`config.mk`:
```
export PLATFORM = sky130hd
export DESIGN_NAME = t8cpu_div
export DESIGN_NICKNAME = d
export VERILOG_FILES = /design/src/rtl/core/t8cpu_pkg.sv /design/src/rtl/core/t8cpu_div.sv
export SDC_FILE = /design/constraint.sdc
export NUM_CORES = 1
export LEC_CHECK = 0
export ABC_AREA = 1
export BUFFER_PORTS_ARGS = -buffer_cell sky130_fd_sc_hd__buf_2
export CORE_AREA = 2 2 61 63
export CTS_CLUSTER_DIAMETER = 100
export DETAILED_ROUTE_END_ITERATION = 8
export DIE_AREA = 0 0 63 65
export PLACE_DENSITY = 0.76
export SKIP_CTS_REPAIR_TIMING = 1
export SYNTH_ARGS = -nofsm -noshare
export SYNTH_HDL_FRONTEND = slang
export SYNTH_SLANG_ARGS = --single-unit
```
`constraint.sdc`:
```
create_clock -name clk -period 2.6 [get_ports clk]
set_clock_uncertainty 0.15 [all_clocks]
set_input_delay 0.26 -clock clk [delete_from_list [all_inputs] [get_ports clk]]
set_output_delay 0.26 -clock clk [all_outputs]
set_load 0.05 [all_outputs]
```
`src/rtl/core/t8cpu_pkg.sv`:
```
// package for the tiny 8-bit cpu core: sizes, codes and sequencer states
`default_nettype none
package t8cpu_pkg;
	localparam int MEM_BYTES = 65536;
	localparam int MEM_AW    = $clog2(MEM_BYTES);
	localparam int REG_COUNT = 16;
	localparam int REG_AW    = $clog2(REG_COUNT);
	localparam logic [7:0] MEM_RESET = 8'he0;
	localparam logic [7:0] BYTE_ALL1 = 8'hff;

	localparam logic [1:0] ACT_LOAD = 2'd0;
	localparam logic [1:0] ACT_START = 2'd1;
	localparam logic [1:0] ACT_EXEC = 2'd2;
	localparam logic [1:0] ACT_NONE = 2'd3;

	localparam logic [3:0] OPC_VAL = 4'h0;
	localparam logic [3:0] OPC_MATH = 4'h1;
	localparam logic [3:0] OPC_COND = 4'h2;
	localparam logic [3:0] OPC_JUMP = 4'h3;
	localparam logic [3:0] OPC_LOAD = 4'h6;
	localparam logic [3:0] OPC_STORE = 4'h7;
	localparam logic [3:0] OPC_OVR = 4'ha;
	localparam logic [3:0] OPC_PRINT = 4'hb;
	localparam logic [3:0] OPC_HALT = 4'he;

	localparam logic [3:0] M_ADD = 4'h0;
	localparam logic [3:0] M_SUB = 4'h1;
	localparam logic [3:0] M_DIV = 4'h2;
	localparam logic [3:0] M_MUL = 4'h3;
	localparam logic [3:0] M_INC = 4'h4;
	localparam logic [3:0] M_DEC = 4'h5;
	localparam logic [3:0] M_AND = 4'h6;
	localparam logic [3:0] M_OR = 4'h7;
	localparam logic [3:0] M_XOR = 4'h8;
	localparam logic [3:0] M_SHR = 4'h9;
	localparam logic [3:0] M_SHL = 4'ha;
	localparam logic [3:0] M_MOD = 4'hb;
	localparam logic [3:0] M_COPY = 4'hc;

	localparam logic [3:0] C_EQ = 4'h0;
	localparam logic [3:0] C_NE = 4'h1;
	localparam logic [3:0] C_GT = 4'h2;
	localparam logic [3:0] C_GE = 4'h3;
	localparam logic [3:0] C_LT = 4'h4;
	localparam logic [3:0] C_LE = 4'h5;
	localparam logic [3:0] C_IS0 = 4'h6;
	localparam logic [3:0] C_NOT0 = 4'h7;
	localparam logic [3:0] C_GET = 4'h8;

	// carry left for the next instruction
	typedef enum logic [1:0] {
		CY_ZERO,
		CY_PLUS,
		CY_MINUS,
		CY_BYTE
	} carry_kind_t;

	typedef enum logic [3:0] {
		ST_IDLE,
		ST_CLEAR,
		ST_F0,
		ST_F1,
		ST_F1W,
		ST_DEC,
		ST_DIV,
		ST_LDW,
		ST_LDD,
		ST_DONE
	} state_t;

	// request to the divider and its answer
	typedef struct packed {
		logic       go;
		logic [7:0] num;
		logic [7:0] den;
	} div_req_t;

	typedef struct packed {
		logic       done;
		logic [7:0] quo;
		logic [7:0] rem;
	} div_rsp_t;
endpackage
`default_nettype wire

```
`src/rtl/core/t8cpu_div.sv`:
```
// bit-serial 8-bit unsigned divider, one quotient bit per cycle
`default_nettype none
module t8cpu_div (
	input  wire logic                clk,
	input  wire logic                arst_n,
	input  wire t8cpu_pkg::div_req_t req,
	output t8cpu_pkg::div_rsp_t      rsp
);
	import t8cpu_pkg::*;

	logic [7:0] quo_q, den_q;
	logic [8:0] rem_q;
	logic [3:0] cnt_q;
	logic       busy_q;
	logic [8:0] trial;

	// shift in the next numerator bit and try a subtract
	assign trial = {rem_q[7:0], quo_q[7]} - {1'b0, den_q};

	always_ff @(posedge clk or negedge arst_n) begin
		if (!arst_n) begin
			busy_q <= 1'b0;
			cnt_q  <= '0;
		end else if (req.go) begin
			busy_q <= 1'b1;
			cnt_q  <= 4'd8;
		end else if (busy_q) begin
			cnt_q  <= cnt_q - 4'd1;
			busy_q <= cnt_q != 4'd1;
		end
	end

	always_ff @(posedge clk) begin
		if (req.go) begin
			quo_q <= req.num;
			den_q <= req.den;
			rem_q <= '0;
		end else if (busy_q) begin
			if (!trial[8]) begin
				rem_q <= {1'b0, trial[7:0]};
				quo_q <= {quo_q[6:0], 1'b1};
			end else begin
				rem_q <= {rem_q[7:0], quo_q[7]};
				quo_q <= {quo_q[6:0], 1'b0};
			end
		end
	end

	assign rsp.done = busy_q && cnt_q == 4'd1;
	assign rsp.quo  = trial[8] ? {quo_q[6:0], 1'b0} : {quo_q[6:0], 1'b1};
	assign rsp.rem  = trial[8] ? {rem_q[6:0], quo_q[7]} : trial[7:0];
endmodule
`default_nettype wire
```
# Word level (Yosys, flattened, before mapping)
# Index checks and enable logic that the tools add are counted.
op_classes:
  n_addsub: 2
  multipliers: 0
  div_mod_pow: 0
  order_cmp: 0
  n_eq_ne: 2
  shifts: 0
  muxes: 9
  n_bitwise: 0
  reduce_logical: 2
op_table:
  columns: ["cell", "n"]
  rows:
  - ["8-bit 2-to-1 mux", 4]
  - ["9-bit by 8-bit subtractor with 9-bit output", 1]
  - ["4-bit 2-to-1 mux", 2]
  - ["4-bit by 1-bit equality test with 1-bit output, second input constant", 1]
  - ["4-bit by 1-bit != test with 1-bit output, second input constant", 1]
  - ["4-bit by 1-bit subtractor with 4-bit output, second input constant", 1]
  - ["1-bit 2-to-1 mux", 3]
  - ["2-bit nonzero test", 1]
  - ["1-bit logical AND", 1]
totals:
  ff_bits: 29
  latchBits: 0
  mem_bits_rw: 0
  rom_bits: 0
  inputBits: 19
  output_inout_bits: 17
  elab_cells: 20
  n_memories: 0

# Longest topological paths before layout
depth:
  depth_word: 4
  depth_mapped: 14
  depth_no_buf: 14

# Worst setup path after synthesis
# No wires, ideal clock.
synth_timing:
  kind: "register to output"
  from: "reg quo_q[7]"
  to: "out rsp[5] (netlist bit)"
  arrival_time_ns: 2.053
  t_required_ns: 2.190
  path_slack_ns: 0.137
  path_stages_with_launch: 12
  path_buffers: 0
  path_cell_list: "edfxtp_1 > inv_1 > ha_1 > fa_1 > inv_1 > nand2_1 > nand2_1 > nand3_2 > nand3_1 > nand2_4 > nand2_1 > and2_1"
synth_rtl:
  columns: ["item", "line", "text"]
  rows:
  - ["start, declared", "t8cpu_div.sv:11", "logic [7:0] quo_q, den_q;"]
  - ["start signal, assigned", "t8cpu_div.sv:35", "quo_q <= req.num;"]
  - ["start signal, assigned", "t8cpu_div.sv:41", "quo_q <= {quo_q[6:0], 1'b1};"]
  - ["start signal, assigned", "t8cpu_div.sv:44", "quo_q <= {quo_q[6:0], 1'b0};"]
  - ["end, declared", "t8cpu_div.sv:7", "output t8cpu_pkg::div_rsp_t rsp"]

==> flow_summary.json <==
{
  "ys_ff_latch": 29,
  "cts_made_buffers": 5,
  "drc_errors": 0,
  "cts.sinks": 29,
  "drive_above_1_share_pct": 26.45,
  "first_iter_violations": 72,
  "via_per_inst": 4.747,
  "arrival_ns": 2.35,
  "placed_area_um2": 1946,
  "path_class": "reg -> out",
  "required_ns": 2.19,
  "cts_tree": "done",
  "clkTransAtPathRegs_ns": 0.10,
  "clock_latency_ns": 0.35,
  "fin_ws_ns": -0.1570,
  "die_h_um": 65,
  "critPathLaunchType": "register",
  "hold_path_class": "in -> reg",
  "clk_path_buf_depth": 2,
  "fmax_ghz": 0.3627,
  "violations": "setup timing",
  "synth_area_per_cell_um2": 7.766,
  "num_vias": 1538,
  "grt_setup_unrepaired": "true",
  "setup_viol": 8,
  "wl_per_cell_um": 11.49,
  "hold_viol": 0,
  "ant_nets": 0,
  "seq_area_frac_synth_pct": 43.44,
  "synth-simple-area-share_pct": 31.94,
  "dieArea_um2": 4095,
  "row_count": 22,
  "antenna_found_initial": 0,
  "final_area_um2": 2278,
  "timing.final.crit_share_pct": 106.0,
  "synth_nets": 257,
  "grt_usage_pct": 18.70,
  "cts-root-buf": "clkbuf_4",
  "outcome": "finished, violations left",
  "synth.yosys.warnings": 0,
  "core_um2": 3496,
  "place_congestion": 0.8288,
  "grt_pass1_vias": 1406,
  "start_util_pct": 50.43,
  "finalNetCount": 305,
  "drt_wl_total_um": 3724,
  "synth.mux.area_fraction_pct": 0,
  "path_max_fanout": 6,
  "ys_types": 25,
  "synth-compound-area-share_pct": 2.981,
  "grt_start_max_net_pins": 21,
  "cap_violations": 0,
  "grt.overflow.total": 0,
  "syn2layout_area_growth_pct": 29.24,
  "pre_cts_ws_ns": 0.1566,
  "h-tree-depth": 2,
  "synth_top_family_by_area": "simple AND/OR/NAND/NOR gates",
  "syn_area_um2": 1763,
  "synthAdderAreaFrac_pct": 8.233,
  "n_antenna_cell": 0,
  "first_pass_iters": 4,
  "grt_pass1_wl_um": 5899,
  "worstSetupEndpointType": "output port",
  "yosys.area_share.xor_xnor_pct": 1.490,
  "place_hpwl_um": 2495,
  "io_buffers": 35,
  "io-pin-count": 36,
  "syn_inst": 227,
  "die_w_um": 63,
  "final_util_pct": 65.18,
  "period_minus_slack_ns": 2.757,
  "worst_pin_slew_ns": 0.4344,
  "maxSlewHeadroom_pct": 71.01,
  "drv_slew": 0
}
## cell type report
class,instances,area (um^2)
fill,314,1217
multi-input combinational,150,865.8
sequential,29,765.7
timing repair buffer,49,374.1
inverter,40,150.1
tap,48,60.06
clock buffer,7,55.05
clock inverter,1,7.507
## final timing paths
path	startpoint	to	slack [ns]	cells past startpoint
setup / recovery	den_q[0]$_DFFE_PP_	rsp[6]	-0.16	13
hold / removal	req[12]	quo_q[4]$_DFFE_PP_	0.02	3
max in group asynchronous	arst_n	cnt_q[3]$_DFFE_PN0P_	2.08	2
min in group asynchronous	arst_n	cnt_q[1]$_DFFE_PN0P_	0.09	2
setup reg to reg	den_q[0]$_DFFE_PP_	quo_q[0]$_DFFE_PP_	0.26	13
hold reg to reg	rem_q[5]$_SDFFE_PP0P_	rem_q[5]$_SDFFE_PP0P_	0.33	2
## per-stage QoR
stage / hold slack, ns / TNS, ns / std cells
final: 0.02057 / -1.004 / 324
after global routing: 0.02513 / -1.832 / 324
after CTS: -0.4497 / -1.821 / 310
after detailed placement: -0.06945 / 0 / 302
after global placement: -0.07224 / 0 / 302
after floorplan: -0.1856 / 0 / 227
## logic make-up (layout without fill, tap and decap cells)
| family | count (synthesis) | in the layout |
|---|---|---|
| simple gates | 126 | 127 |
| buf+inv | 49 | 97 |
| flops | 29 | 29 |
| fa+ha+maj | 11 | 11 |
| compound gates | 9 | 9 |
| xor+xnor | 3 | 3 |
## synthesized netlist by cell type (all sizes together)
master	count	share of area, %
o22ai	1	0.36
inv	40	8.5
dfrtp	5	7.1
nand2	91	21
nor4	1	0.36
fa	1	1.1
xor2	3	1.5
edfxtp	16	27
buf	7	3.0
nor2	7	1.8
ha	10	7.1
dfxtp	8	9.1
nand3	18	5.4
o21ai	4	1.1
or2	2	0.71
a21oi	3	1.1
and2	7	2.5
a21o	1	0.43
clkbuf	2	0.43
## critical path: stages (launching register included)
cell      delay, ns
edfxtp_1       0.42
ha_4           0.19
fa_2           0.38
inv_2          0.06
nand2_2        0.05
nand2_4        0.08
nand3_4        0.09
nand2_4        0.09
nand2_4        0.05
nand2_4        0.11
buf_6          0.14
nand2_2        0.05
and2_4         0.14
buf_8          0.14
## layer usage
| metal | global-route usage (%) | vias to the layer above | share of wire, % |
|---|---|---|---|
| li1 | - | 790 | - |
| met1 | 22.38 | 714 | 44 |
| met2 | 31.12 | 29 | 51 |
| met3 | 4.688 | 5 | 4.0 |
| met4 | 9.722 | 0 | 1.1 |
| met5 | 0 | - | 0 |
## layout by cell type, fill, tap and decap left out, drive strengths merged, types with 2 or more instances in the layout
| cell | instances |
|---|---|
| nand2 | 92 |
| inv | 40 |
| buf | 40 |
| nand3 | 18 |
| edfxtp | 16 |
| ha | 10 |
| dlygate4sd3 | 9 |
| dfxtp | 8 |
| nor2 | 7 |
| and2 | 7 |
| clkbuf | 7 |
| dfrtp | 5 |
| o21ai | 4 |
| xor2 | 3 |
| a21oi | 3 |
| or2 | 2 |
## flip-flops by register name, indices dropped and copies added (netlist names)
name and count:
busy_q 1, cnt_q 4, den_q 8, quo_q 8, rem_q 8
Power is left out: the tool's default activity adds up to more than one toggle a clock period on the data nets, which glitch-free logic cannot reach.
